==> src/rtl/core/hgeq_pkg.sv <==
// Package for the gamepad event queue: sizes, codes and the word types
// shared by the front end, the command queue, the back end and the checker.
// No dependencies.
package hgeq_pkg;

  localparam int unsigned QueueDepth  = 16;
  localparam int unsigned AxisCount   = 6;
  localparam int unsigned ButtonCount = 32;

  localparam int unsigned PtrW     = (QueueDepth > 1) ? $clog2(QueueDepth) : 1;
  localparam int unsigned CntW     = $clog2(QueueDepth + 1);
  localparam int unsigned AxisIdxW = $clog2(AxisCount);
  localparam int unsigned BtnIdxW  = (ButtonCount > 1) ? $clog2(ButtonCount) : 1;

  localparam int unsigned CmdDepth = 2;
  localparam int unsigned CmdPtrW  = (CmdDepth > 1) ? $clog2(CmdDepth) : 1;
  localparam int unsigned CmdCntW  = $clog2(CmdDepth + 1);

  localparam logic KindAxis   = 1'b0;
  localparam logic KindButton = 1'b1;

  typedef enum logic [1:0] {
    ACT_AXIS,
    ACT_BUTTON,
    ACT_FLUSH,
    ACT_DISCONNECT
  } action_e;

  typedef enum logic [1:0] {
    ST_QUEUED,
    ST_DROPPED,
    ST_LINK_DOWN,
    ST_BAD_AXIS
  } status_e;

  typedef enum logic [2:0] {
    CMD_NOP,
    CMD_BAD_AXIS,
    CMD_REFUSED,
    CMD_PUSH_AXIS,
    CMD_PUSH_BUTTON,
    CMD_FLUSH,
    CMD_CLEAR
  } cmd_e;

  typedef struct packed {
    logic [1:0] action;
    logic [7:0] index;
    logic [7:0] value;
    logic       link_connected;
    logic       host_ready;
  } hgeq_in_t;

  typedef struct packed {
    logic [1:0]        push_status;
    logic              report_valid;
    logic signed [7:0] report_x;
    logic signed [7:0] report_y;
    logic signed [7:0] report_z;
    logic signed [7:0] report_rx;
    logic signed [7:0] report_ry;
    logic signed [7:0] report_rz;
    logic [31:0]       report_buttons;
    logic              queue_not_empty;
  } hgeq_out_t;

  typedef struct packed {
    cmd_e       cmd;
    logic [7:0] index;
    logic [7:0] value;
  } cmd_t;

  typedef struct packed {
    logic       kind;
    logic [7:0] index;
    logic [7:0] value;
  } event_t;

endpackage

==> src/rtl/core/hgeq_front.sv <==
// Front end of the gamepad event queue: decodes an input word into a command.
// Depends on hgeq_pkg.
module hgeq_front (
  input  hgeq_pkg::hgeq_in_t item_i,
  output hgeq_pkg::cmd_t     cmd_o
);
  import hgeq_pkg::*;

  always_comb begin
    cmd_o.index = item_i.index;
    cmd_o.value = item_i.value;
    cmd_o.cmd   = CMD_NOP;
    case (action_e'(item_i.action))
      ACT_AXIS: begin
        if (item_i.index >= 8'(AxisCount)) begin
          cmd_o.cmd = CMD_BAD_AXIS;
        end else if (!item_i.link_connected) begin
          cmd_o.cmd = CMD_REFUSED;
        end else begin
          cmd_o.cmd = CMD_PUSH_AXIS;
        end
      end
      ACT_BUTTON: begin
        cmd_o.cmd = item_i.link_connected ? CMD_PUSH_BUTTON : CMD_REFUSED;
      end
      ACT_FLUSH: begin
        cmd_o.cmd = item_i.host_ready ? CMD_FLUSH : CMD_NOP;
      end
      ACT_DISCONNECT: begin
        cmd_o.cmd = CMD_CLEAR;
      end
      default: begin
        cmd_o.cmd = CMD_NOP;
      end
    endcase
  end

endmodule

==> src/rtl/core/hgeq_cmd_fifo.sv <==
// Short command queue between the front end and the back end.
// Depends on hgeq_pkg.
module hgeq_cmd_fifo (
  input  logic           clk_i,
  input  logic           rst_ni,
  input  logic           push_i,
  input  hgeq_pkg::cmd_t cmd_i,
  input  logic           pop_i,
  output hgeq_pkg::cmd_t cmd_o,
  output logic           empty_o,
  output logic           full_o
);
  import hgeq_pkg::*;

  cmd_t               slot_q [CmdDepth];
  logic [CmdPtrW-1:0] rd_q;
  logic [CmdPtrW-1:0] wr_q;
  logic [CmdCntW-1:0] cnt_q;
  logic               do_push;
  logic               do_pop;

  function automatic logic [CmdPtrW-1:0] inc(input logic [CmdPtrW-1:0] p);
    return (p == CmdPtrW'(CmdDepth - 1)) ? '0 : p + 1'b1;
  endfunction

  assign empty_o = (cnt_q == '0);
  assign full_o  = (cnt_q == CmdCntW'(CmdDepth));
  assign do_push = push_i && !full_o;
  assign do_pop  = pop_i && !empty_o;
  assign cmd_o   = slot_q[rd_q];

  always_ff @(posedge clk_i) begin
    if (do_push) begin
      slot_q[wr_q] <= cmd_i;
    end
  end

  always_ff @(posedge clk_i or negedge rst_ni) begin
    if (!rst_ni) begin
      rd_q  <= '0;
      wr_q  <= '0;
      cnt_q <= '0;
    end else begin
      if (do_push) begin
        wr_q <= inc(wr_q);
      end
      if (do_pop) begin
        rd_q <= inc(rd_q);
      end
      if (do_push && !do_pop) begin
        cnt_q <= cnt_q + 1'b1;
      end else if (do_pop && !do_push) begin
        cnt_q <= cnt_q - 1'b1;
      end
    end
  end

endmodule

==> src/rtl/core/hgeq_back.sv <==
// Back end of the gamepad event queue: the drop-oldest event store, the axis
// and button state, and the result register. Depends on hgeq_pkg.
module hgeq_back (
  input  logic                clk_i,
  input  logic                rst_ni,
  input  hgeq_pkg::cmd_t      cmd_i,
  input  logic                cmd_valid_i,
  output logic                cmd_pop_o,
  output logic                valid_o,
  output hgeq_pkg::hgeq_out_t result_o
);
  import hgeq_pkg::*;

  typedef enum logic {
    S_IDLE,
    S_APPLY
  } state_e;

  state_e          state_q;
  event_t          store_q [QueueDepth];
  event_t          rd_data_q;
  logic [PtrW-1:0] rd_ptr_q;
  logic [PtrW-1:0] rd_ptr_d;
  logic [PtrW-1:0] wr_ptr_q;
  logic [PtrW-1:0] wr_ptr_d;
  logic [CntW-1:0] cnt_q;
  logic [CntW-1:0] cnt_d;
  logic [7:0]      axis_q [AxisCount];
  logic [7:0]      axis_d [AxisCount];
  logic [31:0]     buttons_q;
  logic [31:0]     buttons_d;
  logic            valid_q;
  logic            emit_d;
  logic            go_apply;
  logic            mem_we;
  logic            mem_re;
  hgeq_out_t       result_q;
  hgeq_out_t       result_d;

  function automatic logic [PtrW-1:0] inc(input logic [PtrW-1:0] p);
    return (p == PtrW'(QueueDepth - 1)) ? '0 : p + 1'b1;
  endfunction

  assign cmd_pop_o = cmd_valid_i && (state_q == S_IDLE);
  assign mem_we    = cmd_pop_o &&
                     (cmd_i.cmd == CMD_PUSH_AXIS || cmd_i.cmd == CMD_PUSH_BUTTON);
  assign mem_re    = cmd_pop_o && (cmd_i.cmd == CMD_FLUSH) && (cnt_q != '0);

  always_ff @(posedge clk_i) begin
    if (mem_we) begin
      store_q[wr_ptr_q] <= '{kind:  (cmd_i.cmd == CMD_PUSH_BUTTON) ? KindButton : KindAxis,
                             index: cmd_i.index,
                             value: cmd_i.value};
    end
    if (mem_re) begin
      rd_data_q <= store_q[rd_ptr_q];
    end
  end

  always_comb begin
    rd_ptr_d  = rd_ptr_q;
    wr_ptr_d  = wr_ptr_q;
    cnt_d     = cnt_q;
    go_apply  = 1'b0;
    axis_d    = axis_q;
    buttons_d = buttons_q;
    emit_d    = 1'b0;
    result_d  = '0;

    if (cmd_pop_o) begin
      emit_d               = 1'b1;
      result_d.push_status = ST_QUEUED;
      case (cmd_i.cmd)
        CMD_BAD_AXIS: begin
          result_d.push_status = ST_BAD_AXIS;
        end
        CMD_REFUSED: begin
          result_d.push_status = ST_LINK_DOWN;
        end
        CMD_PUSH_AXIS, CMD_PUSH_BUTTON: begin
          wr_ptr_d = inc(wr_ptr_q);
          if (cnt_q == CntW'(QueueDepth)) begin
            rd_ptr_d             = inc(rd_ptr_q);
            result_d.push_status = ST_DROPPED;
          end else begin
            cnt_d = cnt_q + 1'b1;
          end
        end
        CMD_FLUSH: begin
          if (cnt_q != '0) begin
            rd_ptr_d = inc(rd_ptr_q);
            cnt_d    = cnt_q - 1'b1;
            go_apply = 1'b1;
            emit_d   = 1'b0;
          end
        end
        CMD_CLEAR: begin
          rd_ptr_d = '0;
          wr_ptr_d = '0;
          cnt_d    = '0;
        end
        default: begin
          result_d.push_status = ST_QUEUED;
        end
      endcase
      result_d.queue_not_empty = (cnt_d != '0);
    end else if (state_q == S_APPLY) begin
      if (rd_data_q.kind == KindAxis) begin
        if (rd_data_q.index < 8'(AxisCount)) begin
          axis_d[rd_data_q.index[AxisIdxW-1:0]] = rd_data_q.value;
        end
      end else if (rd_data_q.index < 8'(ButtonCount)) begin
        buttons_d[rd_data_q.index[BtnIdxW-1:0]] = (rd_data_q.value != 8'd0);
      end
      emit_d                   = 1'b1;
      result_d.push_status     = ST_QUEUED;
      result_d.report_valid    = 1'b1;
      result_d.report_x        = $signed(axis_d[0]);
      result_d.report_y        = $signed(axis_d[1]);
      result_d.report_z        = $signed(axis_d[2]);
      result_d.report_rx       = $signed(axis_d[5]);
      result_d.report_ry       = $signed(axis_d[4]);
      result_d.report_rz       = $signed(axis_d[3]);
      result_d.report_buttons  = buttons_d;
      result_d.queue_not_empty = (cnt_q != '0);
    end
  end

  always_ff @(posedge clk_i or negedge rst_ni) begin
    if (!rst_ni) begin
      state_q   <= S_IDLE;
      rd_ptr_q  <= '0;
      wr_ptr_q  <= '0;
      cnt_q     <= '0;
      axis_q    <= '{default: '0};
      buttons_q <= '0;
      valid_q   <= 1'b0;
      result_q  <= '0;
    end else begin
      rd_ptr_q  <= rd_ptr_d;
      wr_ptr_q  <= wr_ptr_d;
      cnt_q     <= cnt_d;
      axis_q    <= axis_d;
      buttons_q <= buttons_d;
      valid_q   <= emit_d;
      result_q  <= result_d;
      if (go_apply) begin
        state_q <= S_APPLY;
      end else begin
        state_q <= S_IDLE;
      end
    end
  end

  assign valid_o  = valid_q;
  assign result_o = result_q;

endmodule

==> src/rtl/core/hid_gamepad_event_queue.sv <==
// Top level of the gamepad event queue: front end, command queue and back end.
// Depends on hgeq_pkg, hgeq_front, hgeq_cmd_fifo and hgeq_back.
//
// A word is taken at a clock edge where start is high and busy is low, and
// every word gives exactly one result, shown for one cycle with valid_o high.
// The receiver cannot stall. A word passes through the command queue and the
// result register; a flush that pops an event also passes through the back
// end's apply state, because the event store is read through a registered port
// before the event is applied. Sustained throughput is one word per cycle while
// no flush pops an event; the back end takes no new command while it applies a
// popped event. busy is high while the two-entry command queue is full.
module hid_gamepad_event_queue (
  input  logic                clk_i,
  input  logic                rst_ni,
  input  logic                start,
  output logic                busy,
  input  hgeq_pkg::hgeq_in_t  item_i,
  output logic                valid_o,
  output hgeq_pkg::hgeq_out_t result_o
);
  import hgeq_pkg::*;

  cmd_t front_cmd;
  cmd_t head_cmd;
  logic fifo_empty;
  logic fifo_full;
  logic back_pop;

  hgeq_front u_front (
    .item_i (item_i),
    .cmd_o  (front_cmd)
  );

  hgeq_cmd_fifo u_cmd_fifo (
    .clk_i   (clk_i),
    .rst_ni  (rst_ni),
    .push_i  (start && !fifo_full),
    .cmd_i   (front_cmd),
    .pop_i   (back_pop),
    .cmd_o   (head_cmd),
    .empty_o (fifo_empty),
    .full_o  (fifo_full)
  );

  hgeq_back u_back (
    .clk_i       (clk_i),
    .rst_ni      (rst_ni),
    .cmd_i       (head_cmd),
    .cmd_valid_i (!fifo_empty),
    .cmd_pop_o   (back_pop),
    .valid_o     (valid_o),
    .result_o    (result_o)
  );

  assign busy = fifo_full;

endmodule

==> config.mk <==
export PLATFORM = sky130hd
export DESIGN_NAME = hid_gamepad_event_queue
export DESIGN_NICKNAME = d
export VERILOG_FILES = /design/src/rtl/core/hgeq_pkg.sv /design/src/rtl/core/hgeq_front.sv /design/src/rtl/core/hgeq_cmd_fifo.sv /design/src/rtl/core/hgeq_back.sv /design/src/rtl/core/hid_gamepad_event_queue.sv
export SDC_FILE = /design/constraint.sdc
export NUM_CORES = 1
export LEC_CHECK = 0
export BUFFER_PORTS_ARGS = -buffer_cell sky130_fd_sc_hd__buf_4
export CORE_ASPECT_RATIO = 0.75
export CORE_MARGIN = 2
export CORE_UTILIZATION = 66
export DETAILED_ROUTE_END_ITERATION = 8
export HOLD_SLACK_MARGIN = 0.1
export PLACE_DENSITY = 0.85
export SLEW_MARGIN = 30
export SYNTH_ARGS = -nofsm -noshare
export SYNTH_HDL_FRONTEND = slang
export SYNTH_SLANG_ARGS = --single-unit
==> constraint.sdc <==
create_clock -name clk_i -period 9.6 [get_ports clk_i]
set_input_delay 0.48 -clock clk_i [delete_from_list [all_inputs] [get_ports clk_i]]
set_output_delay 0.48 -clock clk_i [all_outputs]
set_load 0.005 [all_outputs]
After elaboration in Yosys (flattened, before gate mapping)
Memories as Yosys holds them, arrays and structs flattened. A register that Yosys moved wholly into a read port is not among the register bits.
Index checks and enable logic that the tools add are counted.
{"block": "op_classes", "n_addsub": 8, "order_cmp": 7, "n_eq_ne": 15, "mux": 48, "bitwise_logic": 3, "reduce_logical": 28}
{"cell": "48-bit two-way mux", "n": 2}
{"cell": "82-bit two-way mux", "n": 1}
{"cell": "81-bit two-way mux", "n": 1}
{"cell": "32-bit two-way mux", "n": 2}
{"cell": "48-bit bitwise mux", "n": 1}
{"cell": "32-bit bitwise mux", "n": 1}
{"cell": "8-bit demux with 3-bit select", "n": 1}
{"cell": "1-bit two-way mux", "n": 19}
{"cell": "4-bit two-way mux", "n": 4}
{"cell": "5-bit two-way mux", "n": 3}
{"cell": "5-bit case mux with 3 select lines", "n": 1}
{"cell": "3-bit case mux with 4 select lines", "n": 1}
{"cell": "4-bit case mux with 3 select lines", "n": 1}
{"cell": "1-bit logical AND", "n": 11}
{"cell": "5-bit nonzero test", "n": 2}
{"cell": "3-bit == test, second input constant", "n": 3}
{"cell": "3-bit two-way mux", "n": 3}
{"cell": "4-bit by 1-bit adder with 4-bit output, second input constant", "n": 2}
{"cell": "4-bit == test, second input constant", "n": 2}
{"cell": "8-bit by 3-bit >= comparator with 1-bit output, second input constant", "n": 1}
{"cell": "8-bit by 3-bit less-than comparator with 1-bit output, second input constant", "n": 1}
{"cell": "8-bit by 6-bit less-than comparator with 1-bit output, second input constant", "n": 1}
{"cell": "8-bit two-way mux", "n": 1}
{"cell": "4-bit case mux with 2 select lines", "n": 1}
{"cell": "30 further kinds", "n": 43}
{"block": "totals", "register_bits": 183, "ram_bits": 310, "elab_cells": 136, "mem_count": 2}
{"name": "u_back.store_q", "depth": 16, "width": 17, "read_ports": 1, "rd_ports_with_merged_regs": 1, "wr": 1, "line": "hgeq_back.sv:20", "source": "event_t store_q [QueueDepth];"}
{"name": "u_cmd_fifo.slot_q", "depth": 2, "width": 19, "read_ports": 1, "rd_ports_with_merged_regs": 0, "wr": 1, "line": "hgeq_cmd_fifo.sv:15", "source": "cmd_t slot_q [CmdDepth];"}

Depth between registers and ports, before layout
{"block": "logic_depth", "ltp_word": 10, "mapped_depth": 9, "ltp_nobuf": 8}

Cells and area by module
A second synthesis with hierarchy kept.
{"block": "hier_totals", "hier_cells": 1298, "hier_area_um2": 20980.1}
{"module": "hgeq_back", "instances": 1, "cells_each": 1192, "area_each_um2": 19210.9, "seq_area_each_um2": 13157.6}
{"module": "hgeq_cmd_fifo", "instances": 1, "cells_each": 78, "area_each_um2": 1566.5, "seq_area_each_um2": 1241.2}
{"module": "hgeq_front", "instances": 1, "cells_each": 26, "area_each_um2": 185.2, "seq_area_each_um2": 0.0}
{"module": "hid_gamepad_event_queue", "instances": 1, "cells_each": 2, "area_each_um2": 17.5, "seq_area_each_um2": 0.0}

Worst setup path after synthesis
No wires, ideal clock.
{"block": "synth_path", "path_kind": "register -> register", "start": "reg u_cmd_fifo.rd_q", "end": "mem u_back.store_q[3][0] in the netlist's numbering, enable pin", "setup_time_ns": 0.412, "arrival_ns": 2.605, "t_required_ns": 9.188, "setup_slack_ns": 6.583, "path_stages_with_launch": 8, "n_path_buf": 2, "synth_period_minus_slack_ns": 3.017, "cell_sequence": "dfrtp_1 > buf_6 > buf_6 > mux2i_4 > nand3_2 > a21oi_4 > nand2_1 > nor3_1"}
{"block": "synth_between", "elab_chain_len": 6, "word_cells_on_any_way": 7, "classes_between": "2 x eq/ne; 2 x mux; 2 x reduce/logical; 1 x memory"}
{"element": "start, declared", "line": "hgeq_cmd_fifo.sv:16", "source": "logic [CmdPtrW-1:0] rd_q;"}
{"element": "start signal, assigned", "line": "hgeq_cmd_fifo.sv:48", "source": "rd_q <= inc(rd_q);"}
{"element": "memory 2 x 19 bit (*)"}
{"element": "3-bit by 2-bit == test with 1-bit output or 3-bit == test (tied branches)", "line": "hgeq_back.sv:46", "source": "(cmd_i.cmd == CMD_PUSH_AXIS || cmd_i.cmd == CMD_PUSH_BUTTON);"}
{"element": "1-bit logical OR (*)", "line": "hgeq_back.sv:46"}
{"element": "1-bit logical AND (*)", "line": "hgeq_back.sv:45", "source": "assign mem_we = cmd_pop_o &&"}
{"element": "1-bit two-way mux (*)", "line": "hgeq_back.sv:50", "source": "if (mem_we) begin"}
{"element": "1-bit two-way mux (*)", "line": "hgeq_back.sv:51", "source": "store_q[wr_ptr_q] <= '{kind: (cmd_i.cmd == CMD_PUSH_BUTTON) ? KindButton : KindAxis,"}
{"element": "end, declared", "line": "hgeq_back.sv:20"}
Mark *: on every way between the ends. The rest lies on a longest branch, timed or not.

Worst setup path in the final report
{"block": "layout_path", "start": "reg u_cmd_fifo.rd_q", "end": "mem u_back.store_q[9][12] in the netlist's numbering, enable pin"}
Same word-level chain as after synthesis.

==> flow_metrics.tcl <==
set metrics [dict create \
    num_vias 12500 \
    synth_warnings 0 \
    detail_route.vias_per_cell 6.488 \
    setup_viol 0 \
    ys_top_cells_by_area "edfxtp_1 47%, dfrtp_1 22%, mux2_2 5.3%" \
    antenna_found_initial 0 \
    cpPeakStageDelay_ns 0.75 \
    p_leak_nw 9.225 \
    hp-start "item_i[4]" \
    clock.fmax_mhz 302.6 \
    drive_gt1_frac 0.2459 \
    status "completed" \
    cp-start-kind "flop" \
    final_cells 1927 \
    drt-total-wl_um 47420 \
    cts_made_buffers 47 \
    tightest_slew_ns 0.9868 \
    cts_root_buf "clkbuf_16" \
    met2_usage 0.4468 \
    io_pins 109 \
    drv_slew 0 \
    synthCells 1383 \
    layout.nets 1515 \
    skew_ns 0.03551 \
    min_to "u_cmd_fifo.slot_q[0][2]" \
    grt_start_max_net_pins 104 \
    die-area_sq_mm 0.03315 \
    port_buffers 108 \
    hold_depth 1 \
    hpwl_um 28740 \
    slowest_stage "dfrtp_2" \
    cp.required_ns 9.86 \
    period_minus_slack_ns 3.304 \
    crit_fanout 23 \
    p_per_area_mw_per_mm2 258.7 \
    cts.sinks 510 \
    htreeDepth 2 \
    synth_area_sq_mm 0.02092 \
    wl_per_cell_um 24.61 \
    rr_startpoint "u_cmd_fifo.rd_q" \
    clockBufferDepth 3 \
    critical_path_buf_inv_count 1 \
    cp-end-kind "flop" \
    syn2layout_area_growth_pct 13.00 \
    place_congestion 0.9061 \
    drtAntennaViolNets 0 \
    crit_family "simple AND/OR/NAND/NOR gates" \
    postSynthAreaPerCell_sq_um 15.12 \
    hold_viol_final 0 \
    ys.flop_type "edfxtp_1" \
    grt_usage 0.2914 \
    crit_chain "mux2i_4, nand3_2, a21oi_4, nand2_1, nor2_1, buf_4" \
    core_area_sq_mm 0.03125 \
    path_clk_slew_ns 0.06 \
    synth_top_area_frac 0.4695 \
    met1_usage 0.4245 \
    drv_cap 0 \
    grt_remaining_overflow 0 \
    start_util 0.6693 \
    timing.critical_path.arrival_ns 3.57 \
    drt-initial-drc-count 1465 \
    antenna_cells 0 \
    async_reset_ff_frac 0.3588 \
    rsz0062_at_grt "no" \
    synth_nets 1414 \
    synth-seq-area-share 0.6884 \
    drt_pass1_iterations 5 \
    rr_endpoint "u_back.store_q[9][12]" \
    yosysUniqueCellTypes 62 \
    peakVddDrop_v 0.0002215 \
    fin_crit_sh 0.3442 \
    dp.cells 1839 \
    rrSetupSlack_ns 6.30 \
    synth_top_cell_by_area "edfxtp_1" \
    grt.busiest_layer "met2" \
    cts_tree "done" \
    drc 0 \
    r2r_cells 6 \
    synth-edff-count 327 \
    hp-class "in2reg" \
    use_met3 0.06507 \
    worstSkewPairLatency_ns 0.57 \
    yosys_register_bits 510 \
    row_count 56 \
    crit_type "reg2reg" \
    timing.slew.headroom 0.3421 \
    die_w_um 209.6 \
    grt_pass1_vias 12560 \
    grt_pass1_wl_um 72370 \
    cts_setup_buffers 0 \
    tns_ns 0 \
    die_h_um 158.2 \
]
## per-layer routing
metal	vias up	wire [um]
met1	6339	19610
met2	680	21950
met4	0	1213
li1	5383	-
met3	100	4642
met5	-	0
## final cells by class
class / count / area, sq um
inverters: 11 / 41.29
multi-input cells: 774 / 6160
flip-flops and latches: 510 / 14410
clock inverters: 20 / 156.4
clock buffers: 66 / 1296
well taps: 406 / 508.0
repair buffers: 140 / 1070
fillers: 1789 / 7614
## sequential cells by signal, indices dropped and copies added (netlist names)
name	cells
u_back.axis_q	48
u_back.buttons_q	32
u_back.cnt_q	5
u_back.rd_data_q	17
u_back.rd_ptr_q	4
u_back.result_o	84
u_back.state_q	1
u_back.store_q	272
u_back.valid_o	1
u_back.wr_ptr_q	4
u_cmd_fifo.cnt_q	2
u_cmd_fifo.rd_q	1
u_cmd_fifo.slot_q	38
u_cmd_fifo.wr_q	1
## repair_timing
action	CTS	global route
endpoints found under the setup margin	0	0
resized for setup	0	0
endpoints found under the hold margin	103	0
hold buffers	2	0
## metrics by stage
| step | power [mW] | util | worst slack, ns | area, sq um | hold WS [ns] |
|---|---|---|---|---|---|
| after floorplan | 3.854 | - | 6.583 | 20920 | 0.1844 |
| after global placement | 4.268 | 0.7083 | 5.901 | 22140 | 0.4767 |
| after detailed placement | 4.323 | 0.7086 | 6.156 | 22150 | 0.4938 |
| after CTS | 6.106 | 0.7558 | 6.173 | 23620 | 0.1019 |
| after global routing | 6.336 | 0.7564 | 6.122 | 23640 | 0.1033 |
| final | 6.114 | 0.7564 | 6.296 | 23640 | 0.1218 |
## report_power, final
group          total, mW  switching (mW)  internal, mW
clock               1.79           0.794         0.997
sequential          2.92           0.221          2.70
combinational       1.41           0.881         0.525
total               6.11            1.90          4.22
## synth_stat cells (4+ instances only)
| cell type | n |
|---|---|
| edfxtp_1 | 327 |
| xnor2_1 | 4 |
| nand3_2 | 6 |
| mux2i_1 | 103 |
| and2_1 | 6 |
| nand2_1 | 89 |
| nor2_1 | 77 |
| inv_1 | 11 |
| nand3_1 | 13 |
| dfrtp_1 | 183 |
| nor3b_1 | 33 |
| nand4_2 | 5 |
| nand2b_1 | 7 |
| mux2_2 | 99 |
| ha_1 | 8 |
| a21oi_1 | 74 |
| and3_1 | 5 |
| a41oi_1 | 13 |
| nor3_1 | 9 |
| o21ai_0 | 49 |
| clkbuf_1 | 58 |
| xor2_1 | 4 |
| buf_2 | 25 |
| nor2b_1 | 53 |
| a22oi_1 | 17 |
| mux4_2 | 34 |
| a221oi_1 | 19 |
| nor4_1 | 8 |
## cell families (layout without fill, tap and decap cells)
group                    after synthesis  count (layout)  share of synthesized area
AND/OR/NAND/NOR                      322             322                    0.08231
adder cells (fa/ha/maj)                8               8                   0.004786
AO/OA/AOI/OAI                        196             196                    0.05827
multiplexers                         240             240                     0.1427
flip-flops                           510             510                     0.6884
buffers and inverters                 99             237                    0.02016
XOR/XNOR                               8               8                   0.003350
## how the worst max path moves through the flow
stage	startpoint	slack, ns	endpoint	cells past startpoint
global placement	u_cmd_fifo.rd_q	5.90	u_back.store_q[11][13]	6
floorplan	u_cmd_fifo.rd_q	6.58	u_back.store_q[3][0]	7
detailed placement	u_cmd_fifo.rd_q	6.16	u_back.store_q[11][8]	6
CTS	u_cmd_fifo.rd_q	6.17	u_back.store_q[11][8]	6
finish	u_cmd_fifo.rd_q	6.30	u_back.store_q[9][12]	6
global route	u_cmd_fifo.rd_q	6.12	u_back.store_q[9][12]	6
## layout by cell type, fill, tap and decap left out, types with 8 or more instances in the layout
cell type	synthesis	final
clkbuf_1	58	14
nor3b_1	33	33
nand2_1	89	89
ha_1	8	8
buf_4	1	135
inv_1	11	11
mux2_2	99	99
a21oi_1	74	74
a41oi_1	13	13
nand3_1	13	13
nor2b_1	53	52
mux4_2	34	34
mux2i_1	103	103
dfrtp_1	183	180
clkinv_1	0	10
clkbuf_16	0	48
a22oi_1	17	17
edfxtp_1	327	327
nor2_1	77	76
a221oi_1	19	19
o21ai_0	49	49
## worst reg2reg max path, cell delays in order (launching register included)
cell,delay [ns]
dfrtp_2,0.75
mux2i_4,0.49
nand3_2,0.21
a21oi_4,0.29
nand2_1,0.18
nor2_1,0.75
buf_4,0.35
(Power assumes the default switching activity.)
